$ cat src/rtl/core/bitmap_next_bit_allocator_unit_macros.svh
// Assertion macros shared by the allocator RTL.
`ifndef BITMAP_NEXT_BIT_ALLOCATOR_UNIT_MACROS_SVH
`define BITMAP_NEXT_BIT_ALLOCATOR_UNIT_MACROS_SVH

// The condition must hold in the same cycle as the trigger.
`define BNBA_ASSERT_IMP(label, clk, rst, ante, cons, msg) \
   label: assert property (@(posedge clk) disable iff (rst) (ante) |-> (cons)) \
      else $error(msg);

// The condition must hold in the cycle after the trigger.
`define BNBA_ASSERT_NXT(label, clk, rst, ante, cons, msg) \
   label: assert property (@(posedge clk) disable iff (rst) (ante) |=> (cons)) \
      else $error(msg);

`endif

$ cat src/rtl/core/bnba_pkg.sv
package bnba_pkg;

   // Bitmap geometry.
   localparam int WORD_BITS = 32;
   localparam int BIDX_W    = $clog2(WORD_BITS);
   localparam int MAX_WORDS = 1024;
   localparam int WIDX_W    = $clog2(MAX_WORDS);
   localparam int WCNT_W    = WIDX_W + 1;

   // Field widths fixed by the interface.
   localparam int START_W = 15;
   localparam int POS_W   = 16;
   localparam int CFG_W   = 11;
   localparam int TYPE_W  = 2;

   // Request types.
   localparam logic [TYPE_W-1:0] REQ_FIND_SET = 2'd0;
   localparam logic [TYPE_W-1:0] REQ_FIND_CLR = 2'd1;
   localparam logic [TYPE_W-1:0] REQ_ALLOC    = 2'd2;
   localparam logic [TYPE_W-1:0] REQ_LOAD     = 2'd3;

   // Configuration register map.
   localparam int                CSR_ADDR_W    = 3;
   localparam int                CSR_DATA_W    = 32;
   localparam logic              CSR_IDX_WORDS = 1'b0;
   localparam logic [CFG_W-1:0]  WORDS_RESET   = 11'd1024;

   // One write into the bitmap store.
   typedef struct packed {
      logic                 en;
      logic [WIDX_W-1:0]    addr;
      logic [WORD_BITS-1:0] data;
   } bnba_wr_type;

   // Controls for the find-first unit.
   typedef struct packed {
      logic              invert;
      logic              mask_en;
      logic [BIDX_W-1:0] shift;
   } bnba_ffs_ctl_type;

   // Answer of the find-first unit.
   typedef struct packed {
      logic                 hit;
      logic [BIDX_W-1:0]    idx;
      logic [WORD_BITS-1:0] onehot;
   } bnba_hit_type;

   // Sequencer status.
   typedef struct packed {
      logic clearing;
      logic set_wr;
   } bnba_stat_type;

endpackage

$ cat src/rtl/core/bnba_ffs.sv
// Find-first unit: finds the lowest matching bit of one word.
module bnba_ffs (
   input  logic [bnba_pkg::WORD_BITS-1:0] data,
   input  bnba_pkg::bnba_ffs_ctl_type     ctl,
   output bnba_pkg::bnba_hit_type         res
);

   logic [bnba_pkg::WORD_BITS-1:0] v;
   logic [bnba_pkg::WORD_BITS-1:0] low;
   logic [bnba_pkg::BIDX_W-1:0]    idx;

   // Invert for a clear-bit search, and drop bits below the start in the first word.
   always_comb begin
      v = ctl.invert ? ~data : data;
      if (ctl.mask_en) begin
         v = v & ({bnba_pkg::WORD_BITS{1'b1}} << ctl.shift);
      end
      low = v & (~v + bnba_pkg::WORD_BITS'(1));
   end

   // Encode the isolated lowest bit.
   always_comb begin
      idx = '0;
      for (int i = 0; i < bnba_pkg::WORD_BITS; i++) begin
         if (low[i]) begin
            idx = idx | bnba_pkg::BIDX_W'(i);
         end
      end
   end

   assign res.hit    = |v;
   assign res.idx    = idx;
   assign res.onehot = low;

endmodule

$ cat config.mk
export PLATFORM = sky130hd
export DESIGN_NAME = bnba_ffs
export DESIGN_NICKNAME = d
export VERILOG_FILES = /design/src/rtl/core/bitmap_next_bit_allocator_unit_macros.svh /design/src/rtl/core/bnba_pkg.sv /design/src/rtl/core/bnba_ffs.sv
export SDC_FILE = /design/constraint.sdc
export NUM_CORES = 1
export LEC_CHECK = 0
export BUFFER_PORTS_ARGS = -buffer_cell sky130_fd_sc_hd__buf_2
export CAP_MARGIN = 25
export CORE_UTILIZATION = 48
export DETAILED_ROUTE_END_ITERATION = 10
export PLACE_DENSITY = 0.82
export SLEW_MARGIN = 10
export SYNTH_ARGS = -nofsm -noshare
export SYNTH_HDL_FRONTEND = slang
export SYNTH_SLANG_ARGS = --single-unit
$ cat constraint.sdc
create_clock -name vclk -period 1.8
set_input_delay 0.09 -clock vclk [all_inputs]
set_output_delay 0.09 -clock vclk [all_outputs]
set_load 0.03 [all_outputs]
==> results of run 1 <==
metrics by stage:
| step | cell area (um2) | util, % | cells |
|---|---|---|---|
| 2_1_floorplan | 2180 | - | 297 |
| 3_3_place_gp | 3360 | 83.9 | 524 |
| 3_5_place_dp | 3360 | 83.9 | 524 |
cells by family after synthesis:
logic type	count (synthesis)	synth area share, %
xor gates and xnor gates	27	11.8
buffers and inverters	24	8.79
and+or+nand+nor	152	45.3
muxes	2	0.998
AOI/OAI and AO/OA	92	33.2
==> Flow_metrics.wiki, run 1 <==
{| class="wikitable"
! Metric !! Value
|-
| Total standard cell area after synthesis || 0.00201 mm2
|-
| Initial core utilization || 50.2%
|-
| Width of the die || 66.7 um
|-
| Sequential element share of the synthesized area || 0%
|-
| I/O Buffers || just under 80
|-
| First error in the log || [ERROR DPL-0038] Utilization greater than 100%, impossible to legalize
|-
| Post-place setup slack || -714 ps
|-
| Post-synthesis cell type with the largest combined area || sky130_fd_sc_hd__xor2_1
|-
| Die H || ~67 um
|-
| Final weighted congestion in routability-driven placement || between 0.9 and 1
|-
| Result of the run || stopped before the end
|-
| Number of resized instances in the post-cts repair step || about 140
|-
| Most area-consuming cells after synthesis || sky130_fd_sc_hd__xor2_1, sky130_fd_sc_hd__xnor2_1, sky130_fd_sc_hd__a21oi_1, sky130_fd_sc_hd__nor2_1, sky130_fd_sc_hd__nand2_1
|-
| # hold bufs at CTS || 0
|-
| Last stage the flow got to || 4_1_cts
|-
| Commonest cells in the netlist || sky130_fd_sc_hd__nor2_1, sky130_fd_sc_hd__nand2_1, sky130_fd_sc_hd__a21oi_1
|-
| Avg Synthesized Cell Area || between 6 and 7 um2
|-
| Num ports || 77
|-
| Portion of synthesized cell area occupied by the leading cell type || 6.11%
|-
| Number of nets in the synthesized netlist || 336
|-
| Number of rows in the core area || 23
|-
| Number of instances in the synthesized netlist || approximately 300
|-
| Cell with the most instances after synthesis || sky130_fd_sc_hd__nor2_1
|-
| Detail Placement HPWL || 7310 um
|-
| Post-CTS Setup Repair Bufs || 23
|-
| Library cells used by synthesis || 68
|-
| Synth Warn # || 0
|}
==> inputs of run 2 (changes only) <==
--- a/config.mk
+++ b/config.mk
@@ -7,9 +7,9 @@
 export LEC_CHECK = 0
 export BUFFER_PORTS_ARGS = -buffer_cell sky130_fd_sc_hd__buf_2
 export CAP_MARGIN = 25
-export CORE_UTILIZATION = 48
+export CORE_UTILIZATION = 38
 export DETAILED_ROUTE_END_ITERATION = 10
-export PLACE_DENSITY = 0.82
+export PLACE_DENSITY_LB_ADDON = 0.15
 export SLEW_MARGIN = 10
 export SYNTH_ARGS = -nofsm -noshare
 export SYNTH_HDL_FRONTEND = slang
==> constraint.sdc (replaced) <==
create_clock -name vclk -period 2.3
set_input_delay 0.115 -clock vclk [all_inputs]
set_output_delay 0.115 -clock vclk [all_outputs]
set_load 0.03 [all_outputs]
==> Flow_metrics.wiki, run 2 <==
{| class="wikitable"
! Metric !! Value
|-
| Result of the run || complete, no violations
|-
| Fraction of layout instances using a drive strength above 1 || between 40% and 50%
|-
| # setup viols final || 0
|-
| Most frequent cells in the layout || sky130_fd_sc_hd__buf_4, sky130_fd_sc_hd__buf_2, sky130_fd_sc_hd__nor2_1, sky130_fd_sc_hd__nand2_1, sky130_fd_sc_hd__a21oi_1
|-
| Number of instances in the synthesized netlist || 297
|-
| Routed Wire Length || between 7000 and 8000 um
|-
| Post-layout instance count excluding filler cells || 512
|-
| Portion of synthesized cell area occupied by the leading cell type || under 10%
|-
| Total instance count after detailed placement || between 500 and 600
|-
| Initial DRC Count || roughly 210
|-
| Combined flip-flop and latch cell area || 0 um2
|-
| Data required time of the worst path || about 2200 ps
|-
| Via count || 2795
|-
| Area of the core || a little over 0.005 mm2
|-
| Detailed-route vias per instance || 5.46
|-
| Instance area after placement || between 0.003 and 0.004 mm2
|-
| Slew headroom || between 70% and 80%
|-
| Commonest non-fill, non-tap cell in the layout || sky130_fd_sc_hd__buf_4
|-
| Drt wl/cell || about 14 um
|-
| Worst path arrival time || between 2000 and 2500 ps
|-
| Initial core utilization || roughly 40%
|-
| Via count of the first global-routing pass || 2505
|-
| Largest voltage drop on the vdd net || between 0.00015 and 0.0002 V
|-
| Share of the core filled with cells || between 60% and 70%
|-
| Final weighted congestion in routability-driven placement || just under 0.9
|-
| Num ports || 77
|-
| Avg Synthesized Cell Area || 6.76 um2
|-
| Total power divided by cell area || 231 mW/mm2
|-
| Antenna violations before repair || 0
|-
| Number of rows in the core area || 26
|-
| Final instance area || 0.00327 mm2
|-
| Clkbuf count || 0
|-
| Post-Route Setup TNS || 0 ps
|-
| Fin crit period || 2200 ps
|-
| F_max || around 0.46 GHz
|-
| I/O Buffers || 77
|-
| Fin. max-slew vios || 0
|-
| Remaining design rule violation count || 0
|-
| Footprint of the multi-input gates || 0.00204 mm2
|-
| Total global routing track utilization || ~26%
|-
| Wire length of the first global-routing pass || approximately 11000 um
|-
| Total of fill cells in the finished design || 490
|-
| Post-synthesis cell type with the largest combined area || sky130_fd_sc_hd__xor2_1
|-
| Die area || ~0.0056 mm2
|-
| Largest fanout of any net on the critical path || 12
|-
| Cell with the most instances after synthesis || sky130_fd_sc_hd__nor2_1
|-
| Most area-consuming cells after synthesis || sky130_fd_sc_hd__xor2_1, sky130_fd_sc_hd__xnor2_1, sky130_fd_sc_hd__a21oi_1, sky130_fd_sc_hd__nor2_1, sky130_fd_sc_hd__nand2_1
|-
| Final hold violation count || 0
|-
| Commonest cells in the netlist || sky130_fd_sc_hd__nor2_1, sky130_fd_sc_hd__nand2_1, sky130_fd_sc_hd__a21oi_1
|-
| Leakage power summed over all cells || 1.53 nW
|-
| Total standard cell area after synthesis || approximately 0.0020 mm2
|-
| Crit. End Element || primary output
|-
| Drt first pass iters || 4
|-
| Die H || about 75 um
|-
| Max-cap viol count || 0
|-
| Net count, final || around 480
|-
| Sequential element share of the synthesized area || 0%
|-
| Remaining Overflow, GRT || 0
|-
| Class of the tightest hold or removal check || in -> out
|-
| # hold bufs at CTS || 0
|-
| Type of origin of the critical path || input port
|-
| Number of nets in the synthesized netlist || about 340
|-
| Library cells used by synthesis || 68
|-
| Actual transition at the worst max-transition pin || about 440 ps
|-
| Pin count of the biggest net entering global routing || 16
|-
| Synth Warn # || 0
|-
| Detail Placement HPWL || 5990 um
|-
| Sequential cell count || 0
|-
| Antenna Cells || 0
|-
| Startpoint-to-endpoint class of the critical path || in -> out
|-
| Period Utilization, post-route || a little over nine tenths
|-
| Synthesis-to-finish area growth || 63.0%
|-
| Remaining antenna violation count after routing || 0
|-
| Width of the die || roughly 75 um
|}
-- run 2: final cells by class --
cell class	count	area share (%)
repair buffers	166	34.7
inverters	3	0.344
well taps	70	2.68
multi-input cells	273	62.3
-- run 2: critical path, cell delays in order --
cell                        delay [ps]
sky130_fd_sc_hd__buf_4             160
sky130_fd_sc_hd__buf_4             170
sky130_fd_sc_hd__o2111ai_2         260
sky130_fd_sc_hd__nand2b_1          100
sky130_fd_sc_hd__a311o_1           380
sky130_fd_sc_hd__nor3b_1           160
sky130_fd_sc_hd__buf_4             160
sky130_fd_sc_hd__a211oi_4          250
sky130_fd_sc_hd__nand4_1           120
sky130_fd_sc_hd__buf_4             190
-- run 2: layer usage --
metal  vias to the layer above  global-route usage (%)  share of wire [%]
met5                         -                       0                  0
met4                         0                    3.98                1.1
met3                         8                   0.535                5.3
met2                        94                    50.4                 52
met1                      1276                    32.3                 42
li1                       1417                       -                  -
-- run 2: timing repair --
item                       CTS  global route
resized for setup           19            36
hold endpoints to repair     0             0
setup endpoints to repair   13            11
pin swaps                    3            17
buffers inserted             1             1
-- run 2: final timing paths --
kind,to,cells past startpoint,start,slack [ps]
max,res[35],10,ctl[2],100
min,res[6],5,data[6],670
-- run 2: through the flow --
stage	total power, mW	hold slack, ps	worst slack, ps
2_1_floorplan	0.412	434	-5.09
3_3_place_gp	0.685	668	-137
3_5_place_dp	0.692	670	-139
4_1_cts	0.716	673	4.59
5_1_grt	0.818	721	-18.8
6_report	0.757	668	104
-- run 2: power by group --
group          leakage (nW)  internal, mW  switching [mW]  total [mW]
logic                  1.53         0.346           0.411       0.757
clock network             0             0               0           0
registers                 0             0               0           0
-- run 2: cells by family (layout without fill, tap and decap cells) --
logic type,Yosys count,count (layout),synth area share [%]
AO/OA/AOI/OAI,92,92,33.2
AND/OR/NAND/NOR,152,152,45.3
XOR/XNOR,27,27,11.8
buffers and inverters,24,169,8.79
multiplexers,2,2,0.998
Note: power is estimated with default switching activity, not from simulation.
==> inputs of run 3 (changes only) <==
==> constraint.sdc (replaced) <==
create_clock -name vclk -period 2.75
set_input_delay 0.1375 -clock vclk [all_inputs]
set_output_delay 0.1375 -clock vclk [all_outputs]
set_load 0.03 [all_outputs]
==> Flow_metrics.wiki, run 3 (synthesis gave the netlist of run 2 again) <==
{| class="wikitable"
! Metric !! Value
|-
| Most frequent cells in the layout || sky130_fd_sc_hd__buf_2, sky130_fd_sc_hd__nor2_1, sky130_fd_sc_hd__nand2_1, sky130_fd_sc_hd__a21oi_1, sky130_fd_sc_hd__xor2_1
|-
| Max-cap viol count || 0
|-
| Met2 capacity usage during global routing || between 40 and 50%
|-
| Routed Wire Length || about 6800 um
|-
| Largest voltage drop on the vdd net || around 0.00011 V
|-
| Num ports || a little under 80
|-
| Combined flip-flop and latch cell area || 0 um2
|-
| Clkbuf count || 0
|-
| Leakage power summed over all cells || between 1 and 1.5 nW
|-
| Crit. End Element || primary output
|-
| Final hold violation count || 0
|-
| Data required time of the worst path || between 2000 and 3000 ps
|-
| Unrepaired setup endpoints after global routing || no
|-
| # hold bufs at CTS || 0
|-
| Cells along the critical path || clkbuf_4 > buf_4 > nand2b_1 > o2bb2ai_1 > nand3_1 > or4_1 > nor3_2 > a2111oi_1 > nand4_1 > buf_2
|-
| Via count of the first global-routing pass || between 2000 and 2500
|-
| Hold wc startpoint || data[7]
|-
| Worst hold slack || around 700 ps
|-
| Sequential cell count || 0
|-
| Detail Placement HPWL || around 5600 um
|-
| Die H || between 70 and 80 um
|-
| Remaining design rule violation count || 0
|-
| Worst path arrival time || about 2400 ps
|-
| Fraction of layout instances using a drive strength above 1 || between 30% and 40%
|-
| Type of origin of the critical path || input port
|-
| Number of rows in the core area || 26
|-
| Actual transition at the worst max-transition pin || roughly 530 ps
|-
| Total of fill cells in the finished design || between 500 and 600
|-
| Antenna Cells || 0
|-
| Footprint of the multi-input gates || roughly 0.0018 mm2
|-
| Width of the die || 74.7 um
|-
| Period Utilization, post-route || between 90 and 100%
|-
| Initial core utilization || approximately 39%
|-
| Met3 Use GR || 1.20%
|-
| Commonest non-fill, non-tap cell in the layout || sky130_fd_sc_hd__buf_2
|-
| Initial DRC Count || 158
|-
| Final instance area || ~0.0024 mm2
|-
| Total power divided by cell area || just under 200 mW/mm2
|-
| Delay of the slowest cell on the worst path || between 500 and 600 ps
|-
| Total global routing track utilization || approximately a quarter
|-
| Fin. max-slew vios || 0
|-
| Pin count of the biggest net entering global routing || 28
|-
| Via count || approximately 2500
|-
| F_max || ~0.39 GHz
|-
| Result of the run || complete, no violations
|-
| CP bufs+invs || 3
|-
| Launching element of the worst setup path || ctl[6]
|-
| Slew headroom || between 60 and 70%
|-
| Detailed-route vias per instance || 5.78
|-
| Crit path max-delay cell type || sky130_fd_sc_hd__or4_1
|-
| Global routing met1 resource utilization || between 30% and 40%
|-
| Synthesis-to-finish area growth || 22.1%
|-
| Startpoint-to-endpoint class of the critical path || in -> out
|-
| Drt wl/cell || ~16 um
|-
| Area of the core || 0.00511 mm2
|-
| Most congested layer reported by global routing || met2
|-
| Gate family responsible for the most delay along the worst path || simple AND/OR/NAND/NOR gates
|-
| # setup viols final || 0
|-
| Instance area after placement || around 0.0024 mm2
|-
| Wire length of the first global-routing pass || 10700 um
|-
| Antenna violations before repair || 0
|-
| Net count, final || between 400 and 500
|-
| Drt first pass iters || 4
|-
| Remaining antenna violation count after routing || 0
|-
| Die area || 0.00558 mm2
|-
| Fin crit period || roughly 2500 ps
|-
| I/O Buffers || just under 80
|-
| Remaining Overflow, GRT || 0
|-
| Largest fanout of any net on the critical path || 16
|-
| Final weighted congestion in routability-driven placement || a little under 0.9
|-
| Post-Route Setup TNS || 0 ps
|-
| Class of the tightest hold or removal check || in -> out
|}
[run 3: report_power, final]
| part | switching [mW] | leakage (nW) | total (mW) | internal (mW) |
|---|---|---|---|---|
| Clock | 0 | 0 | 0 | 0 |
| Sequential | 0 | 0 | 0 | 0 |
| Combinational | 0.299 | 1.07 | 0.476 | 0.177 |
[run 3: routing by layer]
layer | wire length, um | vias up | part of all wire, %
met5 | 0 | - | 0
met4 | 82 | 0 | 1.2
met3 | 327 | 8 | 4.8
met2 | 3220 | 84 | 47
met1 | 3160 | 1156 | 47
li1 | - | 1276 | -
[run 3: per-stage QoR]
stage               util (%)  worst slack [ps]  instances  power [mW]
floorplan                  -               169        297       0.335
finish                  48.0               206        437       0.476
global placement        47.7              68.5        437       0.469
detailed placement      47.7              96.0        437       0.468
global route            48.0              12.8        437       0.519
CTS                     47.7              92.2        437       0.470
[run 3: final cells by class]
| cell class | instances | area share, % |
|---|---|---|
| Tap cell | 70 | 3.58 |
| Inverter | 3 | 0.460 |
| Multi-Input combinational cell | 273 | 75.1 |
| Timing Repair Buffer | 91 | 20.8 |
[run 3: final timing paths]
check / end / slack (ps) / cells past startpoint
worst max-delay path: res[35] / 210 / 10
worst min-delay path: res[7] / 710 / 5
[run 3: timing repair]
item | CTS | global route
endpoints found under the setup margin | 0 | 6
resized for setup | 0 | 4
buffers inserted | 0 | 0
