[src/rtl/core/bitmap_next_bit_allocator_unit_macros.svh]
// Assertion macros shared by the allocator RTL.
`ifndef BITMAP_NEXT_BIT_ALLOCATOR_UNIT_MACROS_SVH
`define BITMAP_NEXT_BIT_ALLOCATOR_UNIT_MACROS_SVH

// The condition must hold in the same cycle as the trigger.
`define BNBA_ASSERT_IMP(label, clk, rst, ante, cons, msg) \
   label: assert property (@(posedge clk) disable iff (rst) (ante) |-> (cons)) \
      else $error(msg);

// The condition must hold in the cycle after the trigger.
`define BNBA_ASSERT_NXT(label, clk, rst, ante, cons, msg) \
   label: assert property (@(posedge clk) disable iff (rst) (ante) |=> (cons)) \
      else $error(msg);

`endif

[src/rtl/core/bnba_pkg.sv]
package bnba_pkg;

   // Bitmap geometry.
   localparam int WORD_BITS = 32;
   localparam int BIDX_W    = $clog2(WORD_BITS);
   localparam int MAX_WORDS = 1024;
   localparam int WIDX_W    = $clog2(MAX_WORDS);
   localparam int WCNT_W    = WIDX_W + 1;

   // Field widths fixed by the interface.
   localparam int START_W = 15;
   localparam int POS_W   = 16;
   localparam int CFG_W   = 11;
   localparam int TYPE_W  = 2;

   // Request types.
   localparam logic [TYPE_W-1:0] REQ_FIND_SET = 2'd0;
   localparam logic [TYPE_W-1:0] REQ_FIND_CLR = 2'd1;
   localparam logic [TYPE_W-1:0] REQ_ALLOC    = 2'd2;
   localparam logic [TYPE_W-1:0] REQ_LOAD     = 2'd3;

   // Configuration register map.
   localparam int                CSR_ADDR_W    = 3;
   localparam int                CSR_DATA_W    = 32;
   localparam logic              CSR_IDX_WORDS = 1'b0;
   localparam logic [CFG_W-1:0]  WORDS_RESET   = 11'd1024;

   // One write into the bitmap store.
   typedef struct packed {
      logic                 en;
      logic [WIDX_W-1:0]    addr;
      logic [WORD_BITS-1:0] data;
   } bnba_wr_type;

   // Controls for the find-first unit.
   typedef struct packed {
      logic              invert;
      logic              mask_en;
      logic [BIDX_W-1:0] shift;
   } bnba_ffs_ctl_type;

   // Answer of the find-first unit.
   typedef struct packed {
      logic                 hit;
      logic [BIDX_W-1:0]    idx;
      logic [WORD_BITS-1:0] onehot;
   } bnba_hit_type;

   // Sequencer status.
   typedef struct packed {
      logic clearing;
      logic set_wr;
   } bnba_stat_type;

endpackage

[src/rtl/core/bnba_if.sv]
// Request channel.
interface bnba_req_if;
   logic                          valid;
   logic                          ready;
   logic [bnba_pkg::TYPE_W-1:0]   req_type;
   logic [bnba_pkg::START_W-1:0]  start_pos;
   logic [bnba_pkg::WIDX_W-1:0]   word_index;
   logic [bnba_pkg::WORD_BITS-1:0] word_data;

   modport source (output valid, req_type, start_pos, word_index, word_data, input ready);
   modport sink   (input valid, req_type, start_pos, word_index, word_data, output ready);
endinterface

// Response channel.
interface bnba_rsp_if;
   logic                        valid;
   logic                        ready;
   logic                        found;
   logic [bnba_pkg::POS_W-1:0]  bit_position;

   modport source (output valid, found, bit_position, input ready);
   modport sink   (input valid, found, bit_position, output ready);
endinterface

[src/rtl/core/bnba_ctrl.sv]
// Sequencer: clearing pass, load write, word-by-word scan, allocation write and response register.
module bnba_ctrl (
   input  logic                            clock,
   input  logic                            reset,
   bnba_req_if.sink                        req,
   bnba_rsp_if.source                      rsp,
   input  logic [bnba_pkg::WCNT_W-1:0]     limit,
   input  logic [bnba_pkg::WORD_BITS-1:0]  rd_data,
   input  bnba_pkg::bnba_hit_type          hit,
   output logic                            rd_en,
   output logic [bnba_pkg::WIDX_W-1:0]     rd_addr,
   output bnba_pkg::bnba_wr_type           wr,
   output bnba_pkg::bnba_ffs_ctl_type      ffs_ctl,
   output bnba_pkg::bnba_stat_type         stat
);

   localparam logic [1:0] ST_CLEAR = 2'd0;
   localparam logic [1:0] ST_IDLE  = 2'd1;
   localparam logic [1:0] ST_SCAN  = 2'd2;
   localparam logic [1:0] ST_DONE  = 2'd3;

   logic [1:0]                    state_ff, state_in;
   logic [bnba_pkg::WIDX_W-1:0]   clr_ff, clr_in;
   logic [bnba_pkg::WCNT_W-1:0]   word_ff, word_in;
   logic [bnba_pkg::WIDX_W-1:0]   chk_ff, chk_in;
   logic                          chk_vld_ff, chk_vld_in;
   logic                          first_ff, first_in;
   logic [bnba_pkg::BIDX_W-1:0]   shift_ff, shift_in;
   logic [bnba_pkg::TYPE_W-1:0]   kind_ff, kind_in;
   logic                          found_ff, found_in;
   logic [bnba_pkg::POS_W-1:0]    pos_ff, pos_in;
   logic                          rsp_vld_ff, rsp_vld_in;
   logic                          rsp_found_ff, rsp_found_in;
   logic [bnba_pkg::POS_W-1:0]    rsp_pos_ff, rsp_pos_in;
   logic                          accept;
   logic [bnba_pkg::WCNT_W-1:0]   start_word;

   assign req.ready  = (state_ff == ST_IDLE);
   assign accept     = req.valid && req.ready;
   assign start_word = bnba_pkg::WCNT_W'(req.start_pos[bnba_pkg::START_W-1:bnba_pkg::BIDX_W]);

   // Next-state logic.
   always_comb begin
      state_in     = state_ff;
      clr_in       = clr_ff;
      word_in      = word_ff;
      chk_in       = chk_ff;
      chk_vld_in   = chk_vld_ff;
      first_in     = first_ff;
      shift_in     = shift_ff;
      kind_in      = kind_ff;
      found_in     = found_ff;
      pos_in       = pos_ff;
      rsp_vld_in   = rsp_vld_ff && !rsp.ready;
      rsp_found_in = rsp_found_ff;
      rsp_pos_in   = rsp_pos_ff;
      wr           = '0;
      stat         = '0;
      rd_en        = 1'b0;
      rd_addr      = word_ff[bnba_pkg::WIDX_W-1:0];

      unique case (state_ff)
         ST_CLEAR: begin
            stat.clearing = 1'b1;
            wr.en         = 1'b1;
            wr.addr       = clr_ff;
            clr_in        = clr_ff + 1'b1;
            if (clr_ff == bnba_pkg::WIDX_W'(bnba_pkg::MAX_WORDS - 1)) begin
               state_in = ST_IDLE;
            end
         end
         ST_IDLE: begin
            if (accept) begin
               found_in = 1'b0;
               pos_in   = '0;
               if (req.req_type == bnba_pkg::REQ_LOAD) begin
                  wr.en    = (bnba_pkg::WCNT_W'(req.word_index) <
                              bnba_pkg::WCNT_W'(bnba_pkg::MAX_WORDS));
                  wr.addr  = req.word_index;
                  wr.data  = req.word_data;
                  state_in = ST_DONE;
               end else begin
                  kind_in    = req.req_type;
                  shift_in   = req.start_pos[bnba_pkg::BIDX_W-1:0];
                  first_in   = 1'b1;
                  chk_vld_in = 1'b0;
                  word_in    = start_word;
                  state_in   = (start_word < limit) ? ST_SCAN : ST_DONE;
               end
            end
         end
         ST_SCAN: begin
            // Issue the next read while the previous word is checked.
            rd_en = 1'b1;
            if (word_ff < limit) begin
               chk_vld_in = 1'b1;
               chk_in     = word_ff[bnba_pkg::WIDX_W-1:0];
               word_in    = word_ff + 1'b1;
            end else begin
               chk_vld_in = 1'b0;
            end
            if (chk_vld_ff) begin
               first_in = 1'b0;
               if (hit.hit) begin
                  found_in = 1'b1;
                  pos_in   = bnba_pkg::POS_W'({chk_ff, hit.idx}) + 1'b1;
                  state_in = ST_DONE;
                  if (kind_ff == bnba_pkg::REQ_ALLOC) begin
                     wr.en       = 1'b1;
                     wr.addr     = chk_ff;
                     wr.data     = rd_data | hit.onehot;
                     stat.set_wr = 1'b1;
                  end
               end else if (word_ff >= limit) begin
                  found_in = 1'b0;
                  pos_in   = '0;
                  state_in = ST_DONE;
               end
            end
         end
         ST_DONE: begin
            // Move the answer into the response register once it is free.
            if (!rsp_vld_ff || rsp.ready) begin
               rsp_vld_in   = 1'b1;
               rsp_found_in = found_ff;
               rsp_pos_in   = pos_ff;
               state_in     = ST_IDLE;
            end
         end
         default: begin
            state_in = ST_IDLE;
         end
      endcase
   end

   // Control registers.
   always_ff @(posedge clock) begin
      if (reset) begin
         state_ff   <= ST_CLEAR;
         clr_ff     <= '0;
         rsp_vld_ff <= 1'b0;
      end else begin
         state_ff   <= state_in;
         clr_ff     <= clr_in;
         rsp_vld_ff <= rsp_vld_in;
      end
   end

   // Datapath registers.
   always_ff @(posedge clock) begin
      word_ff      <= word_in;
      chk_ff       <= chk_in;
      chk_vld_ff   <= chk_vld_in;
      first_ff     <= first_in;
      shift_ff     <= shift_in;
      kind_ff      <= kind_in;
      found_ff     <= found_in;
      pos_ff       <= pos_in;
      rsp_found_ff <= rsp_found_in;
      rsp_pos_ff   <= rsp_pos_in;
   end

   assign ffs_ctl.invert  = (kind_ff != bnba_pkg::REQ_FIND_SET);
   assign ffs_ctl.mask_en = first_ff;
   assign ffs_ctl.shift   = shift_ff;

   assign rsp.valid        = rsp_vld_ff;
   assign rsp.found        = rsp_found_ff;
   assign rsp.bit_position = rsp_pos_ff;

endmodule

[src/flat_wrapper.sv]
// flat-port wrapper written by rule: the top's interface ports become plain ports
module bnba_ctrl_flat 
  (clock, reset, limit, rd_data, hit, rd_en, rd_addr, wr, ffs_ctl, stat, req_valid, req_req_type, req_start_pos, req_word_index, req_word_data, req_ready, rsp_valid, rsp_found, rsp_bit_position, rsp_ready);
  bnba_req_if req_i ();
  bnba_rsp_if rsp_i ();
  input  logic clock;
  input  logic reset;
  input  logic [bnba_pkg::WCNT_W-1:0] limit;
  input  logic [bnba_pkg::WORD_BITS-1:0] rd_data;
  input  bnba_pkg::bnba_hit_type hit;
  output logic rd_en;
  output logic [bnba_pkg::WIDX_W-1:0] rd_addr;
  output bnba_pkg::bnba_wr_type wr;
  output bnba_pkg::bnba_ffs_ctl_type ffs_ctl;
  output bnba_pkg::bnba_stat_type stat;
  input wire logic [$bits(req_i.valid)-1:0] req_valid;
  input wire logic [$bits(req_i.req_type)-1:0] req_req_type;
  input wire logic [$bits(req_i.start_pos)-1:0] req_start_pos;
  input wire logic [$bits(req_i.word_index)-1:0] req_word_index;
  input wire logic [$bits(req_i.word_data)-1:0] req_word_data;
  output wire logic [$bits(req_i.ready)-1:0] req_ready;
  output wire logic [$bits(rsp_i.valid)-1:0] rsp_valid;
  output wire logic [$bits(rsp_i.found)-1:0] rsp_found;
  output wire logic [$bits(rsp_i.bit_position)-1:0] rsp_bit_position;
  input wire logic [$bits(rsp_i.ready)-1:0] rsp_ready;
  assign req_i.valid = req_valid;
  assign req_i.req_type = req_req_type;
  assign req_i.start_pos = req_start_pos;
  assign req_i.word_index = req_word_index;
  assign req_i.word_data = req_word_data;
  assign req_ready = req_i.ready;
  assign rsp_valid = rsp_i.valid;
  assign rsp_found = rsp_i.found;
  assign rsp_bit_position = rsp_i.bit_position;
  assign rsp_i.ready = rsp_ready;
  bnba_ctrl u_core (.clock(clock), .reset(reset), .req(req_i), .rsp(rsp_i), .limit(limit), .rd_data(rd_data), .hit(hit), .rd_en(rd_en), .rd_addr(rd_addr), .wr(wr), .ffs_ctl(ffs_ctl), .stat(stat));
endmodule
[config.mk]
export PLATFORM = sky130hd
export DESIGN_NAME = bnba_ctrl_flat
export DESIGN_NICKNAME = d
export VERILOG_FILES = /design/src/rtl/core/bitmap_next_bit_allocator_unit_macros.svh /design/src/rtl/core/bnba_pkg.sv /design/src/rtl/core/bnba_if.sv /design/src/rtl/core/bnba_ctrl.sv /design/src/flat_wrapper.sv
export SDC_FILE = /design/constraint.sdc
export NUM_CORES = 1
export LEC_CHECK = 0
export BUFFER_PORTS_ARGS = -buffer_cell sky130_fd_sc_hd__buf_2
export CORE_ASPECT_RATIO = 1.2
export CORE_MARGIN = 1
export CORE_UTILIZATION = 30
export CTS_CLUSTER_SIZE = 14
export DETAILED_ROUTE_END_ITERATION = 6
export GPL_TIMING_DRIVEN = 0
export PLACE_DENSITY_LB_ADDON = 0.08
export SLEW_MARGIN = 20
export SYNTH_ARGS = -nofsm -noshare
export SYNTH_HDL_FRONTEND = slang
export SYNTH_SLANG_ARGS = --single-unit
[constraint.sdc]
create_clock -name clock -period 3.79 [get_ports clock]
set_input_delay 0.1895 -clock clock [delete_from_list [all_inputs] [get_ports clock]]
set_output_delay 0.1895 -clock clock [all_outputs]
set_load 0.01 [all_outputs]
==> impl_metrics.json, run 1 <==
{
  "cts_buffer_depth": 2,
  "die_y_um": 137,
  "core_area_mm2": 0.0146,
  "synth_common_cells": "edfxtp_1 (64), nand2_1 (51), nor2_1 (49)",
  "netSwitchingFraction_pct": 21.1,
  "ys.flop_type": "edfxtp_1",
  "leakage_uw": 0.00260,
  "ctsHoldBuffers": 0,
  "ant_nets": 0,
  "syn_area_per_cell_um2": 10.0,
  "rrSetupSlack_ns": 1.00,
  "yosysSeqAreaShare_pct": 47.9,
  "cts_sinks": 77,
  "end_kind": "output pin",
  "rr_endpoint": "u_core.pos_ff[2]",
  "die-area_mm2": 0.0157,
  "min_to": "u_core.shift_ff[1]",
  "avgRoutedWirePerCell_um": 15.5,
  "num_vias": 4245,
  "ys_ff_latch": 77,
  "synth_area_leaders": "edfxtp_1 (42%), ha_1 (7.4%), dfxtp_1 (5.7%)",
  "worstSetupStartpointType": "register",
  "met1_length_um": 5830,
  "initialDrtViolationCount": 262,
  "setup_viol": 0,
  "dr.pass1.iters": 4,
  "finalPower_uw": 1810,
  "critPathKind": "register to output pin",
  "power_frac_clock_pct": 41.2,
  "drt-total-wl_um": 13900,
  "post_cts_buffers": 0,
  "overflow": 0,
  "hold_start": "req_start_pos[1]",
  "yosysTopAreaCell": "edfxtp_1",
  "syn_inst": 455,
  "reg2reg_from": "u_core.word_ff[8]",
  "initial_core_util_pct": 31.2,
  "htreeDepth": 3,
  "die_w_um": 114,
  "finClkSkew_ns": 0.00765,
  "synth.most_common_cell": "edfxtp_1",
  "worstSkewPairLatency_ns": 0.33,
  "diodes": 0,
  "rsz0062_at_grt": "no",
  "synth_top_area_share_pct": 42.2,
  "grtUsageTotal_pct": 17.4,
  "cts.root.buffer_cell": "clkbuf_16",
  "dr_wl_met3_um": 671,
  "fp-row-count": 48,
  "io_buffers": 225,
  "cts-buffers-inserted": 9,
  "synth-edff-count": 64,
  "whs_path_depth": 1,
  "maxSlewViolCount": 0,
  "p_int_uw": 1430,
  "critPathRequiredTime_ns": 3.60,
  "gp_congestion": 0.816,
  "yosysWarnings": 0,
  "setup-tns-final_ns": 0,
  "clk_pin_slew_ns": 0.06,
  "vias_per_cell": 4.74,
  "drive_gt1_share_pct": 38.6,
  "grt_max_degree": 18,
  "met2_length_um": 7170,
  "period_share_pct": 74.3,
  "route.detailed.drc": 0,
  "multi_input_area_mm2": 0.00216,
  "dp_hpwl_um": 11400,
  "regArea_mm2": 0.00218,
  "io_pins": 226,
  "postSynth.asyncResetShare_pct": 0,
  "cp_data_arrival_time_ns": 2.62,
  "nFillCells": 1527,
  "hold_viol_final": 0,
  "slew_headroom_pct": 42.6,
  "power_density_mw_per_mm2": 292,
  "grt_pass1_wl_um": 20900,
  "first_global_vias": 4191,
  "crit_fanout": 10,
  "power_frac_comb_pct": 8.3,
  "cts.repair.resized": 0,
  "layout_min_cycle_time_ns": 2.81,
  "area_delta_synth_final_pct": 36.1,
  "rr_worst_depth": 6,
  "status": "finished clean",
  "peakVddDrop_uv": 177,
  "fmaxAchievable_mhz": 355,
  "dr.max_layer_used": "met4",
  "tritoncts": "built",
  "seq_power_share_pct": 50.6,
  "hp-class": "primary input to register",
  "antenna_found_initial": 0,
  "synthesis.nets": 626,
  "tightest_slew_ns": 0.861,
  "nNetsFinal": 863,
  "max_cap_viol_count": 0,
  "p_switching_uw": 382,
  "synth_cell_types": 47,
  "syn_area_mm2": 0.00455,
  "whs_ns": 0.0260
}
## routing by layer
layer  GRT usage [%]  vias up
li1                -     2136
met3            3.45       18
met4            4.83        0
met5               0        -
met1            21.5     1964
met2            30.8      127
## worst max-delay path by stage
stage                                  start                to  slack, ns  cells past startpoint
final                     u_core.state_ff[1]             wr[1]       0.98                      8
after global routing      u_core.state_ff[0]            wr[30]       0.74                      8
after global placement     u_core.word_ff[9]  u_core.pos_ff[1]       0.49                      5
after detailed placement   u_core.word_ff[8]  u_core.pos_ff[1]       1.03                      6
after CTS                 u_core.state_ff[0]             wr[9]       0.90                      8
after floorplan            u_core.word_ff[8]   u_core.found_ff       1.10                      5
## flip-flops by register name (all words and copies together), names as in the netlist
name	count
u_core.word_ff	11
u_core.pos_ff	16
u_core.rsp.valid	1
u_core.rsp.bit_position	16
u_core.state_ff	2
u_core.chk_vld_ff	1
u_core.rsp.found	1
u_core.clr_ff	10
u_core.shift_ff	5
u_core.kind_ff	2
u_core.first_ff	1
u_core.chk_ff	10
u_core.found_ff	1
## metrics by stage
stage	setup slack, ns	util, %	std cells	instance area, um2
after floorplan	1.10	-	455	4550
after global placement	0.489	40.6	880	5930
after detailed placement	1.03	40.8	881	5950
after CTS	0.898	42.5	896	6200
after global routing	0.735	42.5	896	6200
final	0.976	42.5	896	6200
## critical path: stages (launching register included)
cell,delay (ns)
dfxtp_1,0.34
inv_1,0.09
ha_1,0.38
nand2_1,0.14
nor2_2,0.29
clkbuf_1,0.44
nand2_1,0.10
a21boi_0,0.31
buf_2,0.21
## power groups by stage
stage,logic (uW),clock network [uW],registers [uW]
3_3_place_gp,145,0,932
4_1_cts,151,760,915
5_1_grt,167,803,915
3_5_place_dp,149,0,933
2_1_floorplan,54.7,0,931
6_report,150,745,915
## logic make-up (layout without fill, tap and decap cells)
family / after synthesis / count (layout) / share of synthesized area (%)
buffers and inverters: 46 / 287 / 4.84
xor gates and xnor gates: 25 / 25 / 4.81
muxes: 4 / 4 / 0.934
AOI/OAI and AO/OA: 125 / 125 / 18.9
DFF: 77 / 77 / 47.9
adders and majority gates: 27 / 27 / 7.42
and+or+nand+nor: 151 / 151 / 15.2
## cell type report
| cell class | instances | share of cell area (%) |
|---|---|---|
| plain buffers | 29 | 2.52 |
| clock buffers | 12 | 3.82 |
| clock inverters | 3 | 0.222 |
| inverters | 17 | 1.03 |
| multi-input cells | 332 | 34.8 |
| flip-flops and latches | 77 | 35.2 |
| well taps | 200 | 4.04 |
| repair buffers | 226 | 18.3 |
## cells in the final DEF, fill, tap and decap left out, types with 2 or more instances in the layout
| cell type | instances |
|---|---|
| a211oi_1 | 2 |
| a211oi_2 | 3 |
| a21boi_0 | 29 |
| a21boi_1 | 4 |
| a21oi_1 | 22 |
| a21oi_2 | 2 |
| a222oi_1 | 10 |
| and3_1 | 8 |
| and4_1 | 3 |
| buf_2 | 227 |
| buf_4 | 11 |
| clkbuf_1 | 16 |
| clkbuf_16 | 9 |
| clkbuf_2 | 3 |
| clkinv_2 | 2 |
| dfxtp_1 | 13 |
| edfxtp_1 | 64 |
| ha_1 | 27 |
| inv_1 | 17 |
| mux2_2 | 2 |
| mux2i_1 | 2 |
| nand2_1 | 51 |
| nand2b_1 | 2 |
| nand3_1 | 13 |
| nand4_1 | 10 |
| nor2_1 | 49 |
| nor2b_1 | 2 |
| o21ai_0 | 41 |
| or3_1 | 6 |
| xnor2_1 | 7 |
| xor2_1 | 18 |
Power figures use the tool's default switching activity.
==> run 2, diff against run 1 <==
==> constraint.sdc (replaced) <==
create_clock -name clock -period 2.5 [get_ports clock]
set_input_delay 0.125 -clock clock [delete_from_list [all_inputs] [get_ports clock]]
set_output_delay 0.125 -clock clock [all_outputs]
set_load 0.01 [all_outputs]
==> run 2 against run 1 <==
Global-route usage shrank 0.17 points. Combinational power grew 58%. Power grew 58%. Routed wire length grew 0.87%. First-iteration DRC count shrank 9.9%. Non-clock buffer count grew 21. Clock skew shrank 0.00090 ns. Count of clock-buffer cells in the layout shrank 3. Critical path depth is the same. Final area grew 4.1%. Sequential share of layout area shrank 1.4 points. Critical endpoint is now u_core.state_ff[1].
==> impl_metrics.json, run 2 (same netlist as run 1, synthesis figures left out) <==
{
  "io_buffers": 225,
  "placed_cell_area_mm2": 0.00594,
  "overflow": 0,
  "slew_headroom_pct": 43.1,
  "final_cell_mix": "buf_2 (227), edfxtp_1 (64), nand2_1 (50), nor2_1 (49), o21ai_0 (41)",
  "hold_viol_final": 0,
  "leakage_uw": 0.00275,
  "first_global_vias": 4124,
  "die_w_um": 114,
  "worstSkewPairLatency_ns": 0.33,
  "finClkSkew_ns": 0.00675,
  "status": "finished clean",
  "io_pins": 226,
  "cts.root.buffer_cell": "clkbuf_16",
  "period_share_pct": 93.6,
  "cp_data_arrival_time_ns": 2.54,
  "final_cells": 918,
  "crit_fanout": 11,
  "antenna_found_initial": 0,
  "fp-row-count": 48,
  "grtUsageTotal_pct": 17.3,
  "layout_min_cycle_time_ns": 2.34,
  "drive_gt1_share_pct": 41.1,
  "dr.pass1.iters": 5,
  "initialDrtViolationCount": 236,
  "final_cell_area_mm2": 0.00645,
  "cp_cell_sequence": "ha_1 -> nand4_1 -> a211oi_2 -> a2111oi_4 -> buf_4 -> a21oi_2 -> mux2i_1 -> nor2_1",
  "cts_sinks": 77,
  "cts-buffers-inserted": 9,
  "worstSetupStartpointType": "register",
  "setup_slack_ns": 0.160,
  "clk_pin_slew_ns": 0.06,
  "ant_nets": 0,
  "nFillCells": 1452,
  "vias_per_cell": 4.71,
  "cts_buffer_depth": 2,
  "die-area_mm2": 0.0157,
  "nNetsFinal": 884,
  "setup_viol": 0,
  "max_cap_viol_count": 0,
  "critical_path_buf_inv_count": 1,
  "critPathRequiredTime_ns": 2.70,
  "tritoncts": "built",
  "gp_congestion": 0.811,
  "critical_path.top_delay_family": "compound AO/OA/AOI/OAI gates",
  "setup-tns-final_ns": 0,
  "initial_core_util_pct": 31.2,
  "multi_input_area_mm2": 0.00219,
  "dp_hpwl_um": 11300,
  "grt_max_degree": 18,
  "grt_pass1_wl_um": 20800,
  "rsz0062_at_grt": "no",
  "peakVddDrop_uv": 258,
  "num_vias": 4323,
  "power_density_mw_per_mm2": 443,
  "die_y_um": 137,
  "drt-total-wl_um": 14000,
  "maxSlewViolCount": 0,
  "route.detailed.drc": 0,
  "final_common_cell": "buf_2",
  "htreeDepth": 3,
  "tightest_slew_ns": 0.850,
  "critPathSlowestCell": "edfxtp_1",
  "critPathKind": "register to register",
  "area_delta_synth_final_pct": 41.7,
  "post-place-cells": 880,
  "regArea_mm2": 0.00218,
  "avgRoutedWirePerCell_um": 15.2,
  "fmaxAchievable_mhz": 427,
  "core_area_mm2": 0.0146,
  "slowest_delay_ns": 0.53,
  "hp-class": "primary input to register",
  "end_kind": "register",
  "preCtsSetupSlack_ns": -0.406,
  "diodes": 0
}
[run 2: through the flow]
stage | util, % | hold slack (ns) | power (uW)
5_1_grt | 44.2 | 0.0164 | 2970
3_5_place_dp | 40.7 | 0.303 | 1640
2_1_floorplan | - | 0.190 | 1490
4_1_cts | 43.4 | 0.00479 | 2880
6_report | 44.2 | 0.0112 | 2860
3_3_place_gp | 40.7 | 0.302 | 1630
[run 2: repair_timing]
item | 4_1_cts | 5_1_grt
hold endpoints to repair | 6 | 0
endpoints found under the setup margin | 63 | 55
setup buffers | 4 | 12
gates resized for setup | 6 | 12
pin swaps | 2 | 1
hold buffers | 6 | 0
[run 2: final cells by class]
type                       count  share of cell area, %
multi-input combinational    332                   34.0
sequential                    77                   33.8
timing repair buffer         247                   20.4
tap                          200                   3.88
clock buffer                   9                   3.49
buffer                        29                   2.56
inverter                      17                  0.989
clock inverter                 7                  0.873
[run 2: routing by layer]
metal  vias to the layer above  global-route usage [%]  part of all wire (%)
met1                      1990                    22.2                    43
met5                         -                       0                     0
met4                         0                    5.19                   1.4
li1                       2179                       -                     -
met2                       135                    29.8                    52
met3                        19                    2.66                   4.4
[run 2: worst paths after layout]
path                          start                     endpoint  slack [ns]  cells after the start
setup / recovery  u_core.word_ff[3]           u_core.state_ff[1]        0.16                      8
hold / removal      req_req_type[1]            u_core.kind_ff[1]        0.01                      1
setup reg to reg  u_core.word_ff[3]           u_core.state_ff[1]        0.16                      8
hold reg to reg   u_core.pos_ff[14]  u_core.rsp.bit_position[14]        0.42                      0
[run 2: worst register-to-register path: cells and delay by family (launching register included)]
family / cells / cell delay, ns
compound gates: 3 / 0.72
flops: 1 / 0.53
fa+ha+maj: 1 / 0.34
mux: 1 / 0.22
simple gates: 2 / 0.21
buf+inv: 1 / 0.20
[run 2: power breakdown]
group | switching, uW | internal (uW) | total, uW
clock | 477 | 757 | 1230
sequential | 6.59 | 1380 | 1390
combinational | 106 | 131 | 237
